$ cat src/rtl/riff_wave_header_parser_top_macros.svh
// Assertion macros for the RIFF/WAVE header parser.
`ifndef RIFF_WAVE_HEADER_PARSER_TOP_MACROS_SVH
`define RIFF_WAVE_HEADER_PARSER_TOP_MACROS_SVH
`ifndef ASSERT_OFF
`define RWHP_ASSERT(lbl, cond, msg) \
    lbl: assert property (@(posedge clk) disable iff (!rst_n) (cond)) else $error(msg);
`define RWHP_ASSERT_NEXT(lbl, pre, post, msg) \
    lbl: assert property (@(posedge clk) disable iff (!rst_n) (pre) |=> (post)) else $error(msg);
`else
`define RWHP_ASSERT(lbl, cond, msg)
`define RWHP_ASSERT_NEXT(lbl, pre, post, msg)
`endif
`endif

$ cat src/rtl/rwhp_pkg.sv
// Shared types and constants of the RIFF/WAVE header parser.
package rwhp_pkg;

    typedef enum logic [2:0] {
        PH_HEADER,
        PH_CHUNK_HDR,
        PH_FMT_BODY,
        PH_SKIP,
        PH_DONE
    } phase_t;

    typedef enum logic [2:0] {
        ST_OK,
        ST_BAD_TAG,
        ST_DATA_FIRST,
        ST_TRUNC,
        ST_SHORT_FMT
    } status_t;

    localparam logic [31:0] TAG_RIFF = 32'h5249_4646;
    localparam logic [31:0] TAG_WAVE = 32'h5741_5645;
    localparam logic [31:0] TAG_FMT  = 32'h666D_7420;
    localparam logic [31:0] TAG_DATA = 32'h6461_7461;
    localparam logic [31:0] POS_SAT  = 32'hFFFF_FFFF;
    localparam logic [31:0] FMT_MIN  = 32'd16;

    typedef struct packed {
        status_t     status;
        logic [15:0] channels;
        logic [31:0] rate_hz;
        logic [15:0] sample_width;
        logic [31:0] body_offset;
        logic [31:0] body_size;
    } result_t;

    function automatic result_t make_result(
        input status_t     st,
        input logic [15:0] ch,
        input logic [31:0] rate,
        input logic [15:0] bits,
        input logic [31:0] offset,
        input logic [31:0] size
    );
        result_t r;
        r.status       = st;
        r.channels     = (st == ST_OK) ? ch     : 16'd0;
        r.rate_hz      = (st == ST_OK) ? rate   : 32'd0;
        r.sample_width = (st == ST_OK) ? bits   : 16'd0;
        r.body_offset  = (st == ST_OK) ? offset : 32'd0;
        r.body_size    = (st == ST_OK) ? size   : 32'd0;
        return r;
    endfunction

endpackage

$ cat src/rtl/rwhp_core.sv
// Byte-wise chunk walker: tag checks, chunk skipping, fmt capture.
`include "riff_wave_header_parser_top_macros.svh"
module rwhp_core
    import rwhp_pkg::*;
(
    input  logic        clk,
    input  logic        rst_n,
    input  logic        take,
    input  logic [7:0]  byte_in,
    input  logic        last,
    output logic        res_valid,
    output result_t     res
);

    phase_t      phase_reg, phase_next;
    logic [31:0] pos_reg, pos_next;
    logic [3:0]  fcnt_reg, fcnt_next;
    logic [31:0] tag_reg, tag_next;
    logic [31:0] len_reg, len_next;
    logic [32:0] skip_reg, skip_next;
    logic        fmt_seen_reg, fmt_seen_next;
    logic [15:0] ch_reg, ch_next;
    logic [31:0] rate_reg, rate_next;
    logic [15:0] bits_reg, bits_next;

    always_ff @(posedge clk or negedge rst_n)
    begin
        if (!rst_n)
        begin
            phase_reg    <= PH_HEADER;
            pos_reg      <= '0;
            fcnt_reg     <= '0;
            tag_reg      <= '0;
            len_reg      <= '0;
            skip_reg     <= '0;
            fmt_seen_reg <= 1'b0;
            ch_reg       <= '0;
            rate_reg     <= '0;
            bits_reg     <= '0;
        end
        else if (take)
        begin
            phase_reg    <= phase_next;
            pos_reg      <= pos_next;
            fcnt_reg     <= fcnt_next;
            tag_reg      <= tag_next;
            len_reg      <= len_next;
            skip_reg     <= skip_next;
            fmt_seen_reg <= fmt_seen_next;
            ch_reg       <= ch_next;
            rate_reg     <= rate_next;
            bits_reg     <= bits_next;
        end
    end

    always_comb
    begin
        logic [31:0] shifted_tag;
        logic [31:0] shifted_len;
        logic [32:0] skip_dec;

        phase_next    = phase_reg;
        pos_next      = (pos_reg == POS_SAT) ? pos_reg : pos_reg + 32'd1;
        fcnt_next     = fcnt_reg;
        tag_next      = tag_reg;
        len_next      = len_reg;
        skip_next     = skip_reg;
        fmt_seen_next = fmt_seen_reg;
        ch_next       = ch_reg;
        rate_next     = rate_reg;
        bits_next     = bits_reg;
        res_valid     = 1'b0;
        res           = make_result(ST_OK, 16'd0, 32'd0, 16'd0, 32'd0, 32'd0);

        shifted_tag = {tag_reg[23:0], byte_in};
        shifted_len = {byte_in, len_reg[31:8]};
        skip_dec    = (skip_reg != 33'd0) ? skip_reg - 33'd1 : skip_reg;

        unique case (phase_reg)
            PH_HEADER:
            begin
                tag_next = shifted_tag;
                if ((fcnt_reg == 4'd3 && shifted_tag != TAG_RIFF) ||
                    (fcnt_reg == 4'd11 && shifted_tag != TAG_WAVE))
                begin
                    res_valid = 1'b1;
                    res = make_result(ST_BAD_TAG, 16'd0, 32'd0, 16'd0, 32'd0, 32'd0);
                end
                else if (fcnt_reg == 4'd11)
                begin
                    phase_next = PH_CHUNK_HDR;
                    fcnt_next  = '0;
                end
                else
                begin
                    fcnt_next = fcnt_reg + 4'd1;
                end
            end
            PH_CHUNK_HDR:
            begin
                if (fcnt_reg < 4'd4)
                    tag_next = shifted_tag;
                else
                    len_next = shifted_len;
                if (fcnt_reg >= 4'd7)
                begin
                    fcnt_next = '0;
                    if (tag_next == TAG_FMT)
                    begin
                        if (len_next < FMT_MIN)
                        begin
                            res_valid = 1'b1;
                            res = make_result(ST_SHORT_FMT, 16'd0, 32'd0, 16'd0,
                                              32'd0, 32'd0);
                        end
                        else
                        begin
                            phase_next = PH_FMT_BODY;
                        end
                    end
                    else if (tag_next == TAG_DATA)
                    begin
                        res_valid = 1'b1;
                        if (!fmt_seen_reg)
                            res = make_result(ST_DATA_FIRST, 16'd0, 32'd0, 16'd0,
                                              32'd0, 32'd0);
                        else if (pos_next == POS_SAT)
                            res = make_result(ST_TRUNC, 16'd0, 32'd0, 16'd0,
                                              32'd0, 32'd0);
                        else
                            res = make_result(ST_OK, ch_reg, rate_reg, bits_reg,
                                              pos_next, len_next);
                    end
                    else
                    begin
                        // unknown chunk: skip body plus pad byte
                        skip_next  = {1'b0, len_next} + {32'd0, len_next[0]};
                        phase_next = (skip_next == 33'd0) ? PH_CHUNK_HDR : PH_SKIP;
                    end
                end
                else
                begin
                    fcnt_next = fcnt_reg + 4'd1;
                end
            end
            PH_FMT_BODY:
            begin
                if (fcnt_reg == 4'd2 || fcnt_reg == 4'd3)
                    ch_next = {byte_in, ch_reg[15:8]};
                else if (fcnt_reg >= 4'd4 && fcnt_reg <= 4'd7)
                    rate_next = {byte_in, rate_reg[31:8]};
                else if (fcnt_reg >= 4'd14)
                    bits_next = {byte_in, bits_reg[15:8]};
                if (fcnt_reg == 4'd15)
                begin
                    fmt_seen_next = 1'b1;
                    fcnt_next     = '0;
                    skip_next     = {1'b0, len_reg - FMT_MIN} + {32'd0, len_reg[0]};
                    phase_next    = (skip_next == 33'd0) ? PH_CHUNK_HDR : PH_SKIP;
                end
                else
                begin
                    fcnt_next = fcnt_reg + 4'd1;
                end
            end
            PH_SKIP:
            begin
                skip_next = skip_dec;
                if (skip_dec == 33'd0)
                    phase_next = PH_CHUNK_HDR;
            end
            PH_DONE:
            begin
            end
            default:
            begin
            end
        endcase

        if (res_valid)
            phase_next = PH_DONE;

        if (last)
        begin
            if (!res_valid && phase_reg != PH_DONE)
            begin
                res_valid = 1'b1;
                res = make_result(ST_TRUNC, 16'd0, 32'd0, 16'd0, 32'd0, 32'd0);
            end
            // rearm for the next file
            phase_next    = PH_HEADER;
            pos_next      = '0;
            fcnt_next     = '0;
            tag_next      = '0;
            len_next      = '0;
            skip_next     = '0;
            fmt_seen_next = 1'b0;
            ch_next       = '0;
            rate_next     = '0;
            bits_next     = '0;
        end

        res_valid = res_valid && take;
    end

    `RWHP_ASSERT_NEXT(a_done_after_result, res_valid && !last, phase_reg == PH_DONE,
                      "result given but parser not parked")
    `RWHP_ASSERT(a_skip_nonzero, (phase_reg != PH_SKIP) || (skip_reg != 33'd0),
                 "skip phase with nothing to skip")
    `RWHP_ASSERT(a_fmt_len, (phase_reg != PH_FMT_BODY) || (len_reg >= FMT_MIN),
                 "fmt body entered with short length")

endmodule

$ cat src/rtl/riff_wave_header_parser_top.sv
// RIFF/WAVE header parser top level: byte input, result output buffering.
//
// Takes a WAV file one byte per word on the input channel, "last" set on the
// final byte, and gives at most one result word per file: the channel count,
// sample rate and bits per sample from the fmt chunk, plus the file offset
// and size of the data chunk body (status 0), or a failure status with all
// other fields zero (1 bad RIFF/WAVE tag, 2 data chunk before fmt, 3 file
// ended or position overflowed before the data chunk, 4 fmt chunk shorter
// than 16 bytes). After a result, bytes are dropped until the last byte of
// the file, which rearms the parser; a file with no result gives status 3
// on its last byte. One byte is taken every clock; the result for a byte
// appears on the output the cycle after that byte is accepted when the
// output register is free, otherwise it waits in the skid register. An
// output register plus one skid register hold results, so input only stalls
// while two results are waiting to be taken. Reset needs no clearing pass.
`include "riff_wave_header_parser_top_macros.svh"
module riff_wave_header_parser_top
    import rwhp_pkg::*;
(
    input  logic        clk,
    input  logic        rst_n,
    input  logic        in_valid,
    output logic        in_ready,
    input  logic [7:0]  byte_in,
    input  logic        last,
    output logic        out_valid,
    input  logic        out_ready,
    output logic [2:0]  status,
    output logic [15:0] channels,
    output logic [31:0] rate_hz,
    output logic [15:0] sample_width,
    output logic [31:0] body_offset,
    output logic [31:0] body_size
);

    logic    take;
    logic    res_valid;
    result_t res;

    logic    out_vld_reg, out_vld_next;
    logic    skid_vld_reg, skid_vld_next;
    result_t out_reg, out_next;
    result_t skid_reg, skid_next;

    // ready only drops when both result slots are full
    assign in_ready = !skid_vld_reg;
    assign take     = in_valid && in_ready;

    rwhp_core u_core (
        .clk       (clk),
        .rst_n     (rst_n),
        .take      (take),
        .byte_in   (byte_in),
        .last      (last),
        .res_valid (res_valid),
        .res       (res)
    );

    always_comb
    begin
        out_vld_next  = out_vld_reg;
        skid_vld_next = skid_vld_reg;
        out_next      = out_reg;
        skid_next     = skid_reg;

        // drain: skid moves up when the output word is taken
        if (out_vld_reg && out_ready)
        begin
            if (skid_vld_reg)
            begin
                out_next      = skid_reg;
                skid_vld_next = 1'b0;
            end
            else
            begin
                out_vld_next = 1'b0;
            end
        end

        // fill: new result goes to the first free slot
        if (res_valid)
        begin
            if (!out_vld_next)
            begin
                out_next     = res;
                out_vld_next = 1'b1;
            end
            else
            begin
                skid_next     = res;
                skid_vld_next = 1'b1;
            end
        end
    end

    always_ff @(posedge clk or negedge rst_n)
    begin
        if (!rst_n)
        begin
            out_vld_reg  <= 1'b0;
            skid_vld_reg <= 1'b0;
        end
        else
        begin
            out_vld_reg  <= out_vld_next;
            skid_vld_reg <= skid_vld_next;
        end
    end

    always_ff @(posedge clk)
    begin
        out_reg  <= out_next;
        skid_reg <= skid_next;
    end

    assign out_valid    = out_vld_reg;
    assign status       = out_reg.status;
    assign channels     = out_reg.channels;
    assign rate_hz      = out_reg.rate_hz;
    assign sample_width = out_reg.sample_width;
    assign body_offset  = out_reg.body_offset;
    assign body_size    = out_reg.body_size;

    `RWHP_ASSERT(a_skid_implies_out, !skid_vld_reg || out_vld_reg,
                 "skid word held with empty output register")
    `RWHP_ASSERT(a_fail_zero_fields,
                 !out_vld_reg || out_reg.status == ST_OK ||
                 (out_reg.channels == 16'd0 && out_reg.rate_hz == 32'd0 &&
                  out_reg.sample_width == 16'd0 && out_reg.body_offset == 32'd0 &&
                  out_reg.body_size == 32'd0),
                 "failure result carries nonzero fields")
    `RWHP_ASSERT_NEXT(a_res_lands, res_valid, out_vld_reg,
                      "result lost on the way to the output register")

endmodule

$ cat config.mk
export PLATFORM = sky130hd
export DESIGN_NAME = riff_wave_header_parser_top
export DESIGN_NICKNAME = d
export VERILOG_FILES = /design/src/rtl/rwhp_pkg.sv /design/src/rtl/rwhp_core.sv /design/src/rtl/riff_wave_header_parser_top.sv
export VERILOG_INCLUDE_DIRS = /design/src /design/src/rtl
export SDC_FILE = /design/constraint.sdc
export NUM_CORES = 1
export LEC_CHECK = 0
export BUFFER_PORTS_ARGS = -buffer_cell sky130_fd_sc_hd__buf_2
export CAP_MARGIN = 0
export CORE_MARGIN = 5
export CORE_UTILIZATION = 30
export CTS_CLUSTER_DIAMETER = 120
export CTS_CLUSTER_SIZE = 8
export DETAILED_ROUTE_END_ITERATION = 16
export PLACE_DENSITY_LB_ADDON = 0.08
export SYNTH_ARGS = -nofsm -noshare
export SYNTH_HDL_FRONTEND = slang
export SYNTH_SLANG_ARGS = --single-unit
$ cat constraint.sdc
create_clock -name clk -period 13.3 [get_ports clk]
set_input_delay 0.665 -clock clk [delete_from_list [all_inputs] [get_ports clk]]
set_output_delay 0.665 -clock clk [all_outputs]
set_load 0.02 [all_outputs]
## After elaboration in Yosys (flattened, before gate mapping)

Cells that the tools add are included.

| cells by class | value |
|---|---|
| add/sub/neg operators | 6 |
| multipliers | 0 |
| divide/modulo/power cells | 0 |
| order comparisons | 6 |
| equality and inequality tests | 28 |
| shift operators | 0 |
| muxes and demuxes | 79 |
| bitwise gates (word level) | 0 |
| reductions and logical operators | 36 |

Operators by type and width:

| kind | number |
|---|---|
| $mux 131 | 11 |
| $mux 32 | 13 |
| $pmux 131 s2 | 1 |
| $mux 33 | 6 |
| $mux 130 | 1 |
| $mux 129 | 1 |
| $mux 16 | 8 |
| $logic_not 33->1 | 3 |
| $pmux 33 s3 | 1 |
| $add 32x1->33 | 2 |
| $eq 32x31->1 const B | 2 |
| $eq 32x32->1 const B | 2 |
| $ne 32x31->1 const B | 2 |
| $pmux 32 s2 | 1 |
| $reduce_bool 33->1 | 1 |
| $sub 33x1->33 const B | 1 |
| $add 32x1->32 const B | 1 |
| $lt 32x5->1 const B | 1 |
| $sub 32x5->32 const B | 1 |
| $mux 3 | 10 |
| $mux 4 | 5 |
| $mux 1 | 16 |
| $ne 4x2->1 const B | 4 |
| $ne 3x3->1 const B | 4 |
| other kinds (32) | 57 |

| storage, ports and cells | value |
|---|---|
| flip-flop bits (word level) | 465 |
| latch bits | 0 |
| memory bits (writable) | 0 |
| bits in read-only memories | 0 |
| word-level logic and storage cells | 179 |
| memories | 0 |

## Depth between registers and ports, before layout

Gate-level depths: netlist (run 1).

| depth | value |
|---|---|
| word-level depth | 14 |
| gate-level depth with buffers | 20 |
| gate-level depth less buffers | 14 |

## Cells and area by module

Synthesis (run 1) repeated with hierarchy kept, for this count alone.

| second synthesis, totals | value |
|---|---|
| cell total of the unflattened synthesis | 2,778 |
| area total of the unflattened synthesis | 25,816.0 um^2 |

By module, submodules not included:

| module | times used | cells each | area each (um^2) | sequential area each (um^2) |
|---|---|---|---|---|
| rwhp_core | 1 | 1,905 | 15,203.3 | 5,029.8 |
| riff_wave_header_parser_top | 1 | 873 | 10,612.7 | 6,606.3 |

## Least setup slack after synthesis (run 1)

OpenSTA, ideal clock, no wires.

| timing path | value |
|---|---|
| path kind | input-to-reg |
| start | input byte_in[5] |
| end | register skid_reg[0] (netlist name), enable pin |
| setup time | 0.623 ns |
| arrival | 7.746 ns |
| data required time | 12.677 ns |
| slack | 4.931 ns |
| stages | 9 |
| path buffers | 1 |
| cell sequence | clkbuf_1 nor4bb_1 nand3_1 o22ai_1 nand4_1 o21ai_1 a211oi_1 a211o_1 nor2_1 |

| on the way | value |
|---|---|
| word-level cells in the longest chain between the ends | 13 |
| elaborated cells between the ends (all ways) | 24 |

Ends and longest elaborated chain:

| item | line | text |
|---|---|---|
| start, declared | riff_wave_header_parser_top.sv:24 | `input logic [7:0] byte_in,` |
| $mux 32 | rwhp_core.sv:101 | `if (fcnt_reg < 4'd4)` |
| $mux 32 | rwhp_core.sv:79 | `unique case (phase_reg)` |
| $lt 32x5->1 or $eq 32x31->1 (tied branches) | rwhp_core.sv:110, rwhp_core.sv:121 |  |
| $mux 1 (on tied branches) | rwhp_core.sv:110, rwhp_core.sv:121 |  |
| $mux 1 | rwhp_core.sv:108 | `if (tag_next == TAG_FMT)` |
| $mux 1 | rwhp_core.sv:105 | `if (fcnt_reg >= 4'd7)` |
| $pmux 1 s2 * | rwhp_core.sv:79 |  |
| $logic_not 1->1 | rwhp_core.sv:185 | `if (!res_valid && phase_reg != PH_DONE)` |
| $logic_and 1x1->1 | rwhp_core.sv:185 |  |
| $mux 1 | rwhp_core.sv:185 |  |
| $mux 1 * | rwhp_core.sv:183 | `if (last)` |
| $logic_and 1x1->1 * | rwhp_core.sv:203 | `res_valid = res_valid && take;` |
| $reduce_and 2->1 (no line) * | - |  |
| end signal, assigned | riff_wave_header_parser_top.sv:113 | `skid_reg <= skid_next;` |
| end, declared | riff_wave_header_parser_top.sv:43 | `result_t skid_reg, skid_next;` |

Every way passes the cells marked *; elsewhere a longest branch is shown, timed or not. The select of a mux whose other input is x is not followed.
A chain may end at the register's enable or synchronous reset.

==> results_dict.tcl, run 1 <==
set metrics [dict create \
    place.detailed.hpwl_um 55800 \
    fin_crit_sh_pct 39.2 \
    timing.clock.skew_ns 0.0351 \
    worstSkewPairLatency_ns 0.61 \
    hold_path_class "input pin to async pin" \
    pin_count_of_the_biggest_net_entering_global_routing 88 \
    finalHoldViolations 0 \
    number_of_iterations_in_the_first_detailed_routing_pass 6 \
    viasPerCell 5.41 \
    cts.root.buffer_cell "sky130_fd_sc_hd__clkbuf_16" \
    synthSimpleGateAreaFrac_pct 18.1 \
    largest_register_ffs 131 \
    placement_rows 104 \
    adder_cell_share_of_the_synthesized_area_pct 0.410 \
    synthFlopType "sky130_fd_sc_hd__dfrtp_1" \
    critical_path.max_stage_delay_ns 0.91 \
    final_design_area_no_fill_mm2 0.0281 \
    vias 19818 \
    clock_sinks 465 \
    die_area_mm2 0.0872 \
    ys_async_sr_fraction_pct 43.7 \
    pwr-share-seq_pct 37.5 \
    drtIter0Drc 1524 \
    setup_violators_final 0 \
    crit_family "compound AO/OA/AOI/OAI gates" \
    cp_slowest_cell "sky130_fd_sc_hd__nor2b_4" \
    post_synth_inst_count 2494 \
    tritoncts "yes" \
    total_switching_power_uw 2350 \
    yosysTopAreaCellShare_pct 20.8 \
    synth_seq_area_share_pct 47.7 \
    ff2ff_path_depth 11 \
    avgSynthCellArea_um2 9.79 \
    ioPinCount 146 \
    internal_pwr_total_uw 3540 \
    final_hold_slack_ns 0.0548 \
    grt_setup_unrepaired "no" \
    core_region_area_mm2 0.0805 \
    drt.antenna.violating_nets 0 \
    irDropWorstVdd_mv 0.0918 \
    yosysTopAreaCell "sky130_fd_sc_hd__dfrtp_1" \
    cts_made_buffers 68 \
    postSynthNetCount 2515 \
    wl_um 84200 \
    drv_cap 0 \
    netlist-cell-type-count 84 \
    grt.total_usage_pct 18.8 \
    pwr-share-clk_pct 28.6 \
    required_ns 13.73 \
    crit_end_element "flip-flop" \
    clk_pin_slew_ns 0.05 \
    first_pass_grt_wire_length_um 128000 \
    detailed_place.area_mm2 0.0261 \
    dominant_cell_by_count_in_the_synthesized_netlist "sky130_fd_sc_hd__mux2i_1" \
    antenna-diode-count 0 \
    powerDensity_mw_per_mm2 209 \
    slew-limit-headroom_pct 23.1 \
    number_of_synthesized_flops_with_an_enable_pin 131 \
    yosys_warnings 0 \
    layout_setup_ws_ns 8.09 \
    count_of_buffers_inserted_at_the_top_level_ports 145 \
    grt_pass1_vias 19446 \
    setup-tns-final_ns 0 \
    crit_arrival_ns 5.64 \
    crit_buf_inv 3 \
    peak_freq_ghz 0.192 \
    ratio_of_cells_with_drive_above_1_in_the_final_layout_pct 12.5 \
    post_cts_resize_count 0 \
    critical_path_class "flip-flop to flip-flop" \
    synth-seq-cells 465 \
    avgRoutedWirePerCell_um 23.0 \
    die_y_extent_um 295 \
    p_leak_uw 0.0105 \
    final_gp_congestion 0.881 \
    reg2reg_setup_slack_ns 8.09 \
    synth.cell_area_mm2 0.0244 \
    critical_path.cell_chain "buf_4 > or2_1 > buf_4 > o41ai_1 > nand4_1 > o21ai_1 > a211oi_1 > a211o_1 > nor2b_4 > buf_4 > o22ai_1" \
    max_slew.worst_pin.slew_ns 1.15 \
    cts-htree-levels 3 \
    report.final.slew_viol_count 0 \
    combPwrFrac_pct 33.9 \
    detail_route.drc_violations 0 \
    power_switching_share_pct 39.9 \
    regToRegStartpoint "u_core.fcnt_reg[3]" \
    antenna_found_initial 2 \
    critical_path.reg2reg.endpoint "body_size[7]" \
    main_combinational_cell_family_by_area_after_synthesis "simple AND/OR/NAND/NOR gates" \
    outcome "finished clean" \
    clock_tree.buffer_depth 3 \
    crit_path_frequent_cell "sky130_fd_sc_hd__buf_4" \
    final_period_minus_worst_setup_slack_ns 5.21 \
    layout.nets 2569 \
    synth.area.mux_share_pct 9.06 \
    synth_top_cells_by_area "sky130_fd_sc_hd__dfrtp_1 (21%), sky130_fd_sc_hd__edfxtp_1 (16%), sky130_fd_sc_hd__dfxtp_1 (11%)" \
    grt_overflow_total 0 \
    dpl_worst_slack_ns 8.07 \
    yosys.area_share.xor_xnor_pct 4.30 \
    top_cells_by_instance_count_after_synthesis "sky130_fd_sc_hd__mux2i_1 (213), sky130_fd_sc_hd__nand2_1 (211), sky130_fd_sc_hd__dfrtp_1 (203)" \
    cts_hold_repair.buffers 0 \
    crit_path_start_kind "flip-flop" \
    fp.dieW_um 295 \
    path_max_fanout 47 \
    area_delta_synth_final_pct 15.3 \
    start_util_pct 30.3 \
    compound_gate_portion_of_the_synthesized_area_pct 16.8 \
    post-cts-setup-buffers 0 \
]
==> final cells by class <==
class	count	area (um^2)
clock buffers	115	1900
inverters	22	82.6
repair buffers	188	1060
clock inverters	8	178
well taps	1060	1330
flip-flops and latches	465	11600
multi-input cells	1803	11900
fillers	8192	52400
==> power groups by stage <==
| stage | logic [uW] | registers (uW) | clock network (uW) |
|---|---|---|---|
| global placement | 2000 | 2230 | 0 |
| floorplan | 1160 | 2310 | 0 |
| global route | 2180 | 2260 | 1810 |
| finish | 2000 | 2210 | 1690 |
| CTS | 2020 | 2210 | 1750 |
| detailed placement | 2010 | 2230 | 0 |
==> cells by family (layout without fill, tap and decap cells) <==
| kind of cell | Yosys count | after routing |
|---|---|---|
| flip-flops | 465 | 465 |
| AO/OA/AOI/OAI | 611 | 611 |
| AND/OR/NAND/NOR | 845 | 845 |
| buffers and inverters | 226 | 333 |
| adder cells (fa/ha/maj) | 8 | 8 |
| XOR/XNOR | 119 | 119 |
| multiplexers | 220 | 220 |
==> routing by layer <==
layer / part of all wire [%] / wire [um] / track usage, % / up-vias
met5: 0 / 0 / 0 / -
met4: 2.2 / 1890 / 5.10 / 0
met3: 4.4 / 3730 / 2.65 / 107
met2: 47 / 39700 / 30.8 / 535
met1: 46 / 38900 / 26.1 / 9812
li1: - / - / - / 9364
==> how the worst max path moves through the flow <==
stage | cells past startpoint | start | slack, ns | endpoint
after floorplan | 9 | byte_in[5] | 4.93 | skid_reg[0]
after global placement | 9 | u_core.len_reg[11] | 8.15 | body_size[1]
after detailed placement | 11 | u_core.fcnt_reg[3] | 8.07 | body_size[15]
after CTS | 12 | u_core.fcnt_reg[2] | 8.09 | body_size[7]
after global routing | 11 | u_core.fcnt_reg[3] | 7.67 | status[2]
final | 11 | u_core.fcnt_reg[3] | 8.09 | body_size[7]
==> placed cells by master (no fill, tap or decap), types with 57 or more instances in the layout <==
cell / synthesis / final
sky130_fd_sc_hd__nand3_1: 57 / 57
sky130_fd_sc_hd__mux2i_1: 213 / 213
sky130_fd_sc_hd__clkbuf_16: 0 / 69
sky130_fd_sc_hd__o2bb2ai_1: 66 / 66
sky130_fd_sc_hd__dfxtp_1: 131 / 131
sky130_fd_sc_hd__and2_1: 71 / 71
sky130_fd_sc_hd__xnor2_1: 71 / 71
sky130_fd_sc_hd__a21oi_1: 61 / 61
sky130_fd_sc_hd__dfrtp_1: 203 / 203
sky130_fd_sc_hd__nand2_1: 211 / 210
sky130_fd_sc_hd__nor2_1: 191 / 188
sky130_fd_sc_hd__buf_2: 23 / 143
sky130_fd_sc_hd__o21ai_0: 179 / 179
sky130_fd_sc_hd__edfxtp_1: 131 / 131
sky130_fd_sc_hd__o22ai_1: 78 / 78
==> stage by stage <==
step	power (uW)	instances	utilization, %
global route	6250	3661	34.9
global placement	4220	3538	32.3
CTS	5970	3661	34.9
detailed placement	4240	3538	32.3
finish	5890	3661	34.9
floorplan	3460	2494	-
No activity file was read; power rests on OpenSTA's default activity.
==> run 2: changes to the inputs <==
clock period = 5.4 ns   (was 13.3 ns; I/O delays follow)
==> results_dict.tcl, run 2 (synthesis gave the netlist of run 1 again) <==
set metrics [dict create \
    ratio_of_cells_with_drive_above_1_in_the_final_layout_pct 13.8 \
    layout.cells.most_common_list "sky130_fd_sc_hd__mux2i_1 (213), sky130_fd_sc_hd__nand2_1 (210), sky130_fd_sc_hd__dfrtp_1 (203)" \
    path_max_fanout 13 \
    cts.root.buffer_cell "sky130_fd_sc_hd__clkbuf_16" \
    route.layer.met1.wl_um 40200 \
    ff2ff_path_depth 12 \
    die_area_mm2 0.0872 \
    powerDensity_mw_per_mm2 510 \
    number_of_iterations_in_the_first_detailed_routing_pass 5 \
    clock_sinks 465 \
    placement_rows 104 \
    viasPerCell 5.41 \
    setup-tns-final_ns 0 \
    ioPinCount 146 \
    area_delta_synth_final_pct 17.0 \
    met2_wirelength_um 39000 \
    drt.antenna.violating_nets 0 \
    grt_pass1_vias 19641 \
    critical_path.reg2reg.endpoint "u_core.phase_reg[1]" \
    register_area_mm2 0.0116 \
    crit_family "simple AND/OR/NAND/NOR gates" \
    pwr-share-clk_pct 28.4 \
    final_gp_congestion 0.900 \
    report.final.slew_viol_count 0 \
    die_y_extent_um 295 \
    grt_setup_unrepaired "no" \
    hold_start "byte_in[5]" \
    clock_tree.buffer_depth 3 \
    crit_end_element "flip-flop" \
    clk_pin_slew_ns 0.05 \
    drtIter0Drc 1581 \
    count_of_buffers_inserted_at_the_top_level_ports 145 \
    slew-limit-headroom_pct 26.4 \
    hold_path_class "input pin to flip-flop" \
    fin_total_pwr_uw 14600 \
    largest_register_ffs 131 \
    start_util_pct 30.3 \
    wl_um 84400 \
    required_ns 5.85 \
    setup_violators_final 0 \
    timing.clock.skew_ns 0.0480 \
    timing.hold.worst_path_depth 3 \
    layout_setup_ws_ns 0.336 \
    max_slew.worst_pin.slew_ns 1.09 \
    combPwrFrac_pct 34.2 \
    total_switching_power_uw 5830 \
    finalHoldViolations 0 \
    regToRegStartpoint "u_core.len_reg[4]" \
    power_switching_share_pct 40.0 \
    pin_count_of_the_biggest_net_entering_global_routing 126 \
    worst_hold_endpoint "u_core.bits_reg[13]" \
    p_leak_uw 0.0108 \
    multi_input_logic_area_mm2 0.0120 \
    dpl_worst_slack_ns 0.471 \
    final_period_minus_worst_setup_slack_ns 5.06 \
    grt_overflow_total 0 \
    drv_cap 0 \
    finalCoreUtilization_pct 35.4 \
    critical_path.max_stage_delay_ns 0.70 \
    outcome "finished clean" \
    cp_slowest_cell "sky130_fd_sc_hd__nor3b_1" \
    grt.total_usage_pct 18.9 \
    cts-htree-levels 3 \
    highest-signal-layer "met4" \
    peak_freq_ghz 0.197 \
    core_region_area_mm2 0.0805 \
    nFillCells 8139 \
    irDropWorstVdd_mv 0.220 \
    reg2reg_setup_slack_ns 0.34 \
    crit_arrival_ns 5.51 \
    layout.nets 2611 \
    internal_pwr_total_uw 8730 \
    detail_route.drc_violations 0 \
    crit_path_start_kind "flip-flop" \
    met3_wirelength_um 3620 \
    vias 20022 \
    fp.dieW_um 295 \
    cp_num_cells 12 \
    critical_path.cell_chain "inv_1 > ha_1 > nor3b_1 > nand3_1 > o211a_1 > or4_1 > or2_4 > or4_4 > xnor2_2 > nand4_1 > o31ai_1 > a31oi_1" \
    antenna-diode-count 0 \
    critical_path_class "flip-flop to flip-flop" \
    avgRoutedWirePerCell_um 22.8 \
    first_pass_grt_wire_length_um 130000 \
    place.detailed.hpwl_um 57000 \
    worstSkewPairLatency_ns 0.62 \
    crit_buf_inv 1 \
    cts_made_buffers 68 \
    fin_crit_sh_pct 93.8 \
    pwr-share-seq_pct 37.4 \
    tritoncts "yes" \
    antenna_found_initial 0 \
    mostFrequentLayoutCell "sky130_fd_sc_hd__mux2i_1" \
]
run 2: final cells by class:
type                            count  area share, %
Timing Repair Buffer              230           5.14
Inverter                           22          0.289
Tap cell                         1060           4.65
Sequential cell                   465           40.8
Multi-Input combinational cell   1803           41.9
Clock inverter                      8          0.649
Clock buffer                      115           6.65
run 2: through the flow:
| step | area (um^2) | hold WS [ns] | cells |
|---|---|---|---|
| floorplan | 24400 | -0.0256 | 2494 |
| global placement | 26400 | 0.305 | 3578 |
| detailed placement | 26400 | 0.308 | 3578 |
| CTS | 28600 | 0.0694 | 3703 |
| global route | 28600 | 0.118 | 3703 |
| finish | 28600 | 0.102 | 3703 |
run 2: repair_timing:
item	4_1_cts	5_1_grt
setup buffers	0	0
hold buffers	2	0
gates resized for setup	0	0
endpoints found under the setup margin	0	0
hold endpoints to repair	79	0
run 2: metal layers:
| layer | global-route usage [%] | vias up |
|---|---|---|
| li1 | - | 9444 |
| met1 | 27.1 | 9957 |
| met2 | 30.4 | 530 |
| met3 | 2.57 | 91 |
| met4 | 4.79 | 0 |
| met5 | 0 | - |
run 2: worst reg2reg max path, cell delays in order (launching register included):
cell	delay (ns)
sky130_fd_sc_hd__dfrtp_1	0.54
sky130_fd_sc_hd__inv_1	0.15
sky130_fd_sc_hd__ha_1	0.32
sky130_fd_sc_hd__nor3b_1	0.70
sky130_fd_sc_hd__nand3_1	0.31
sky130_fd_sc_hd__o211a_1	0.32
sky130_fd_sc_hd__or4_1	0.70
sky130_fd_sc_hd__or2_4	0.32
sky130_fd_sc_hd__or4_4	0.55
sky130_fd_sc_hd__xnor2_2	0.30
sky130_fd_sc_hd__nand4_1	0.15
sky130_fd_sc_hd__o31ai_1	0.40
sky130_fd_sc_hd__a31oi_1	0.14
run 2: worst max-delay path by stage:
stage	startpoint	slack, ns	to
3_3_place_gp	u_core.len_reg[4]	0.48	u_core.phase_reg[1]
2_1_floorplan	u_core.tag_reg[9]	0.75	skid_reg[0]
3_5_place_dp	u_core.skip_reg[2]	0.47	u_core.phase_reg[1]
6_report	u_core.len_reg[4]	0.34	u_core.phase_reg[1]
4_1_cts	u_core.skip_reg[2]	0.41	u_core.phase_reg[1]
5_1_grt	u_core.pos_reg[0]	0.12	skid_reg[58]
run 2: power groups by stage:
stage	Clock [uW]	Combinational, uW	Sequential, uW
3_5_place_dp	0	4990	5500
3_3_place_gp	0	4970	5470
2_1_floorplan	0	2850	5670
4_1_cts	4290	5010	5450
5_1_grt	4450	5430	5580
6_report	4140	4980	5440
